$ cat src/hdl/prtm_pkg.sv
// ----------------------------------------------------------------------------
// Pending request match table - package
// Operation codes, key layout and the signals passed along the slot chain.
// ----------------------------------------------------------------------------
package prtm_pkg;

    localparam int ID_W   = 32;
    localparam int SOCK_W = 8;
    localparam int PEER_W = 32;

    typedef enum logic [1:0] {
        OP_LOOKUP  = 2'd0,
        OP_TRACK   = 2'd1,
        OP_CONSUME = 2'd2,
        OP_CLEAR   = 2'd3
    } t_op;

    typedef struct packed {
        logic [ID_W-1:0]   id;
        logic [SOCK_W-1:0] sock;
        logic [PEER_W-1:0] peer;
    } t_key;

    // per-beat command broadcast to every slot
    typedef struct packed {
        logic track;
        logic consume;
        logic clear;
    } t_cell_cmd;

    // running state handed from one slot to the next
    typedef struct packed {
        logic hit_seen;
        logic free_seen;
        logic any_active;
    } t_chain;

endpackage

$ cat src/hdl/prtm_cell.sv
// ----------------------------------------------------------------------------
// Pending request match table - slot cell
// One slot: active bit and key, key compare, and its link in the priority chain.
// ----------------------------------------------------------------------------
module prtm_cell (
    input  logic                i_clk,
    input  logic                i_rst_n,
    input  prtm_pkg::t_key      i_key,
    input  prtm_pkg::t_cell_cmd i_cmd,
    input  logic                i_matched,
    input  prtm_pkg::t_chain    i_chain,
    output prtm_pkg::t_chain    o_chain
);
    import prtm_pkg::*;

    logic r_active;
    logic n_active;
    t_key r_key;
    logic hit;
    logic take;

    assign hit = r_active && (r_key == i_key);

    // refresh the first matching slot, else claim the first free one
    assign take = i_cmd.track &&
                  (i_matched ? (hit && !i_chain.hit_seen)
                             : (!r_active && !i_chain.free_seen));

    always_comb begin
        n_active = r_active;
        priority if (i_cmd.clear) begin
            n_active = 1'b0;
        end else if (i_cmd.consume && hit) begin
            n_active = 1'b0;
        end else if (take) begin
            n_active = 1'b1;
        end
    end

    assign o_chain.hit_seen   = i_chain.hit_seen  | hit;
    assign o_chain.free_seen  = i_chain.free_seen | !r_active;
    assign o_chain.any_active = i_chain.any_active | n_active;

    always_ff @(posedge i_clk) begin
        if (!i_rst_n) begin
            r_active <= 1'b0;
        end else begin
            r_active <= n_active;
        end
    end

    always_ff @(posedge i_clk) begin
        if (take) begin
            r_key <= i_key;
        end
    end

endmodule

$ cat src/hdl/pending_request_match_table.sv
// ----------------------------------------------------------------------------
// Pending request match table - top level
// Content-addressed table of outstanding requests built as a row of slot cells.
// ----------------------------------------------------------------------------
// Usage:
//   Drive i_operation and the key (i_request_id, i_socket_handle,
//   i_peer_address) and raise start; the beat is taken on a clock edge where
//   busy is low. Operations: lookup, track, consume, clear.
//   Exactly one result follows per beat, in the cycle after acceptance, shown
//   for one cycle with o_result_valid high. Throughput is one beat per cycle
//   while busy is low: every slot compares its key in parallel and the
//   hit/free priority runs as a ripple through the SLOT_COUNT cells, which
//   sets the combinational path length.
//   The receiver cannot stall; results must be taken when the strobe shows.
//   Synchronous reset frees all slots, clears the valid, pending and tracked
//   flags and expected key; busy stays high through reset until r_live is set.
// ----------------------------------------------------------------------------
module pending_request_match_table #(
    parameter int SLOT_COUNT = 4
) (
    input  logic                        i_clk,
    input  logic                        i_rst_n,
    input  logic                        start,
    output logic                        busy,
    input  logic [1:0]                  i_operation,
    input  logic signed [31:0]          i_request_id,
    input  logic [7:0]                  i_socket_handle,
    input  logic [31:0]                 i_peer_address,
    output logic                        o_result_valid,
    output logic                        o_key_matched,
    output logic                        o_can_track,
    output logic                        o_stored,
    output logic                        o_request_pending,
    output logic                        o_tracking_enabled,
    output logic                        o_request_tracked,
    output logic signed [31:0]          o_expected_id,
    output logic [7:0]                  o_expected_socket,
    output logic [31:0]                 o_expected_peer
);
    import prtm_pkg::*;

    logic      r_live;
    logic      accept;
    t_op       op;
    t_key      key;
    t_cell_cmd cmd;
    t_chain    chain [SLOT_COUNT+1];
    logic      matched;
    logic      trackable;
    logic      do_store;

    logic      r_valid;
    logic      r_matched;
    logic      r_can_track;
    logic      r_stored;
    logic      r_pending;
    logic      r_tracked;
    t_key      r_last;

    assign busy   = !r_live;
    assign accept = start && !busy;
    assign op     = t_op'(i_operation);

    assign key.id   = i_request_id;
    assign key.sock = i_socket_handle;
    assign key.peer = i_peer_address;

    always_comb begin
        cmd = '0;
        unique case (op)
            OP_LOOKUP:  cmd = '0;
            OP_TRACK:   cmd.track   = accept;
            OP_CONSUME: cmd.consume = accept;
            OP_CLEAR:   cmd.clear   = accept;
            default:    cmd = '0;
        endcase
    end

    assign chain[0] = '0;

    genvar g;
    generate
        for (g = 0; g < SLOT_COUNT; g++) begin : g_slot
            prtm_cell u_cell (
                .i_clk     (i_clk),
                .i_rst_n   (i_rst_n),
                .i_key     (key),
                .i_cmd     (cmd),
                .i_matched (matched),
                .i_chain   (chain[g]),
                .o_chain   (chain[g+1])
            );
        end
    endgenerate

    assign matched   = chain[SLOT_COUNT].hit_seen;
    assign trackable = matched || chain[SLOT_COUNT].free_seen;
    assign do_store  = cmd.track && trackable;

    always_ff @(posedge i_clk) begin
        if (!i_rst_n) begin
            r_live    <= 1'b0;
            r_valid   <= 1'b0;
            r_pending <= 1'b0;
            r_tracked <= 1'b0;
            r_last    <= '0;
        end else begin
            r_live  <= 1'b1;
            r_valid <= accept;
            if (accept) begin
                r_pending <= chain[SLOT_COUNT].any_active;
            end
            if (do_store) begin
                r_tracked <= 1'b1;
                r_last    <= key;
            end
        end
    end

    // per-beat status, held until the next beat
    always_ff @(posedge i_clk) begin
        if (accept) begin
            r_matched   <= matched;
            r_can_track <= trackable;
            r_stored    <= do_store;
        end
    end

    assign o_result_valid     = r_valid;
    assign o_key_matched      = r_matched;
    assign o_can_track        = r_can_track;
    assign o_stored           = r_stored;
    assign o_request_pending  = r_pending;
    assign o_tracking_enabled = r_tracked;
    assign o_request_tracked  = r_tracked;
    assign o_expected_id      = r_last.id;
    assign o_expected_socket  = r_last.sock;
    assign o_expected_peer    = r_last.peer;

endmodule

$ cat config.mk
export PLATFORM = sky130hd
export DESIGN_NAME = pending_request_match_table
export DESIGN_NICKNAME = d
export VERILOG_FILES = /design/src/hdl/prtm_pkg.sv /design/src/hdl/prtm_cell.sv /design/src/hdl/pending_request_match_table.sv
export SDC_FILE = /design/constraint.sdc
export NUM_CORES = 1
export LEC_CHECK = 0
export BUFFER_PORTS_ARGS = -buffer_cell sky130_fd_sc_hd__buf_2
export CAP_MARGIN = 0
export CORE_MARGIN = 5
export CORE_UTILIZATION = 50
export CTS_CLUSTER_SIZE = 10
export DETAILED_ROUTE_END_ITERATION = 10
export PLACE_DENSITY = 0.78
export SYNTH_ARGS = -nofsm -noshare
export SYNTH_HDL_FRONTEND = slang
export SYNTH_SLANG_ARGS = --single-unit
$ cat constraint.sdc
create_clock -name i_clk -period 11.03 [get_ports i_clk]
set_clock_uncertainty 0.05 [all_clocks]
set_input_delay 2.206 -clock i_clk [delete_from_list [all_inputs] [get_ports i_clk]]
set_output_delay 2.206 -clock i_clk [all_outputs]
set_load 0.02 [all_outputs]
==> reports/results.ini <==
[cells_and_area]
antenna_cells=0
layout-drive-gt1-share_pct=17.6
nFillCells=2371
final_cell_area_um2=17600
area_growth_pct=13.8
final_nets=1287
stdcell_count=1641

[critical_path]
reg2reg_depth=11
crit_path_end_kind=register
worstSetupPathType=in2reg
worstReg2RegStart=g_slot[0].u_cell.r_key[13]
ff2ff_setup_slack_ps=6460
worstSetupStartpointType=primary input
arrival_ps=6500
timing.rr.end=o_expected_id[31]
critical_path_peak_fanout=38
crit_required_ps=11380

[global_routing]
grt.overflow.total=0
grt_pass1_wl_um=55900
antenna_found_initial=3
grt_pass1_vias=8915
track_usage_pct=21.7
grt_max_degree=73

[drt]
drt_wl_total_um=37500
viasPerCell=5.55
drt-wirelength-per-cell_um=22.9
drc=0
via_count=9109
drtIter0Drc=927
antenna_left=0
first_pass_iters=6

[synth]
synth_edf_count=291
synth_seq_cells=371
post-synth-top-count-cell=edfxtp_1
syn_nets=1158
yosysTopAreaCell=edfxtp_1
synthFlopType=edfxtp_1
synth_top_area_share_pct=56.7
synth-seq-area-share_pct=67.1
postSynthAreaPerCell_um2=14.3
yosysWarningCount=0
synth_area_leaders=edfxtp_1 57%, dfxtp_1 10%, xnor2_1 7.3%
synth_commonest_cells=291 x edfxtp_1, 129 x xnor2_1, 107 x xor2_1
async_flop_share_pct=0
synth_area_um2=15400
ys_types=48
syn_inst=1081

[clocking]
cts_buffer_depth=3
postCtsSetupBuffers=0
post_cts_hold_buffer_count=0
numClockSinks=371
cts.htree.levels=2
clockRootBuffer=clkbuf_16
cts_resized=0
tritoncts=yes
numCtsBuffers=43
path_clk_slew_ps=50
clock_latency_ps=540

[die]
initial_utilization_pct=50.5
ioPinCount=157
fp.dieW_um=186
core_area_um2=30500
die_area_um2=34500
rows=64
die_h_um=186

[timing]
max_freq_mhz=163
tns_ps=0
period_needed_ps=6150
rsz0062_at_grt=false
slew_headroom_pct=23.3
slew_violations=0
tightest_slew_ps=1150
finalSetupViolCount=0
hold_violations=0
period_share_pct=55.8

[pwr]
ir_worst_vdd_mv=0.121
pwr_density_cell_nw_per_um2=170
p_leak_nw=6.14

[min_path]
hold_class=reg2reg
min_to=o_expected_socket[5]
worstHoldStart=o_expected_socket[5]
hold_depth=2

[placement]
port_buffers=156
post_dp_cell_area_um2=16300
place_inst=1561
place_congestion=0.945
hpwl_um=25500

[run]
maxCapViolations=0

[run_status]
status=finished, final reports clean

worst max-delay path, cell delays in order:
cell and delay [ps]:
buf_2 320, xnor2_1 160, nand4_1 150, nor4_1 820
nand3_1 150, nor3_1 600, nor4_2 200, a31oi_4 210
buf_4 590, buf_4 660, mux2i_1 280, nor2_1 70
kinds of logic after synthesis:
logic type             Yosys count  synth area share, %
AO/OA/AOI/OAI                   66                 3.27
XOR/XNOR                       236                 13.4
buffers and inverters          122                 4.18
flip-flops                     371                 67.1
multiplexers                    72                 4.67
AND/OR/NAND/NOR                214                 7.42
cells in the final DEF (no fill, tap or decap), drive strengths merged, types with 2 or more instances in the layout:
cell and instances:
clkbuf 77, clkinv 2, a2111oi 2, o21a 3, dfxtp 80, inv 46, o21ai 6, nand3 10
nand2b 16, nor2 84, o2111ai 6, nor4 42, a31oi 4, o22ai 12, a22oi 4, a21oi 5
nor2b 6, a22o 5, and4 3, o2bb2ai 4, a2bb2oi 2, nor3 7, a221oi 4, mux2i 72
nand4 37, xor2 107, edfxtp 291, buf 161, nand2 3, and3 2, xnor2 129, o221ai 3
flip-flops by register name (all words and copies together) (netlist names):
register / flops
g_slot.u_cell.r_key: 288
o_expected_id: 32
o_expected_peer: 32
o_expected_socket: 8
g_slot.u_cell.r_active: 4
o_can_track: 1
o_key_matched: 1
o_request_pending: 1
o_request_tracked: 1
o_result_valid: 1
o_stored: 1
r_live: 1
area by class of cell:
cell class,count,area (µm²),share of cell area (%)
clock buffers,77,1230,7.03
clock inverters,3,33.8,0.192
inverters,45,169,0.962
multi-input cells,588,4460,25.4
flip-flops and latches,371,10300,58.9
well taps,396,495,2.82
repair buffers,161,818,4.66
where the power goes:
part	internal (mW)	total, mW	switching, mW
clock	0.755	1.29	0.533
combinational	0.0566	0.174	0.117
sequential	1.52	1.53	0.00606
routing by layer:
| metal | track usage [%] | wire (µm) | vias to the layer above |
|---|---|---|---|
| met2 | 34.8 | 17700 | 380 |
| li1 | - | - | 4128 |
| met5 | 0 | 34 | - |
| met3 | 4.38 | 3200 | 66 |
| met4 | 5.33 | 820 | 6 |
| met1 | 30.7 | 15700 | 4529 |
through the flow:
step	util [%]	setup slack (ps)	power, mW	hold WS [ps]
floorplan	-	1960	1.66	412
global placement	53.4	4550	1.72	417
detailed placement	53.4	4380	1.73	424
CTS	57.5	4900	3.01	439
global route	57.5	4710	3.09	463
finish	57.5	4880	2.99	434
worst max-delay path by stage:
stage / slack (ps) / cells after the start / from / endpoint
global route: 4710 / 12 / i_peer_address[13] / o_expected_id[31]
global placement: 4550 / 12 / i_request_id[9] / o_expected_peer[2]
floorplan: 1960 / 8 / i_peer_address[10] / g_slot[1].u_cell.r_key[0]
finish: 4880 / 12 / i_peer_address[11] / o_expected_id[31]
detailed placement: 4380 / 12 / i_peer_address[26] / o_expected_peer[23]
CTS: 4900 / 12 / i_peer_address[26] / o_expected_id[31]
No activity file was read; power rests on OpenSTA's default activity.
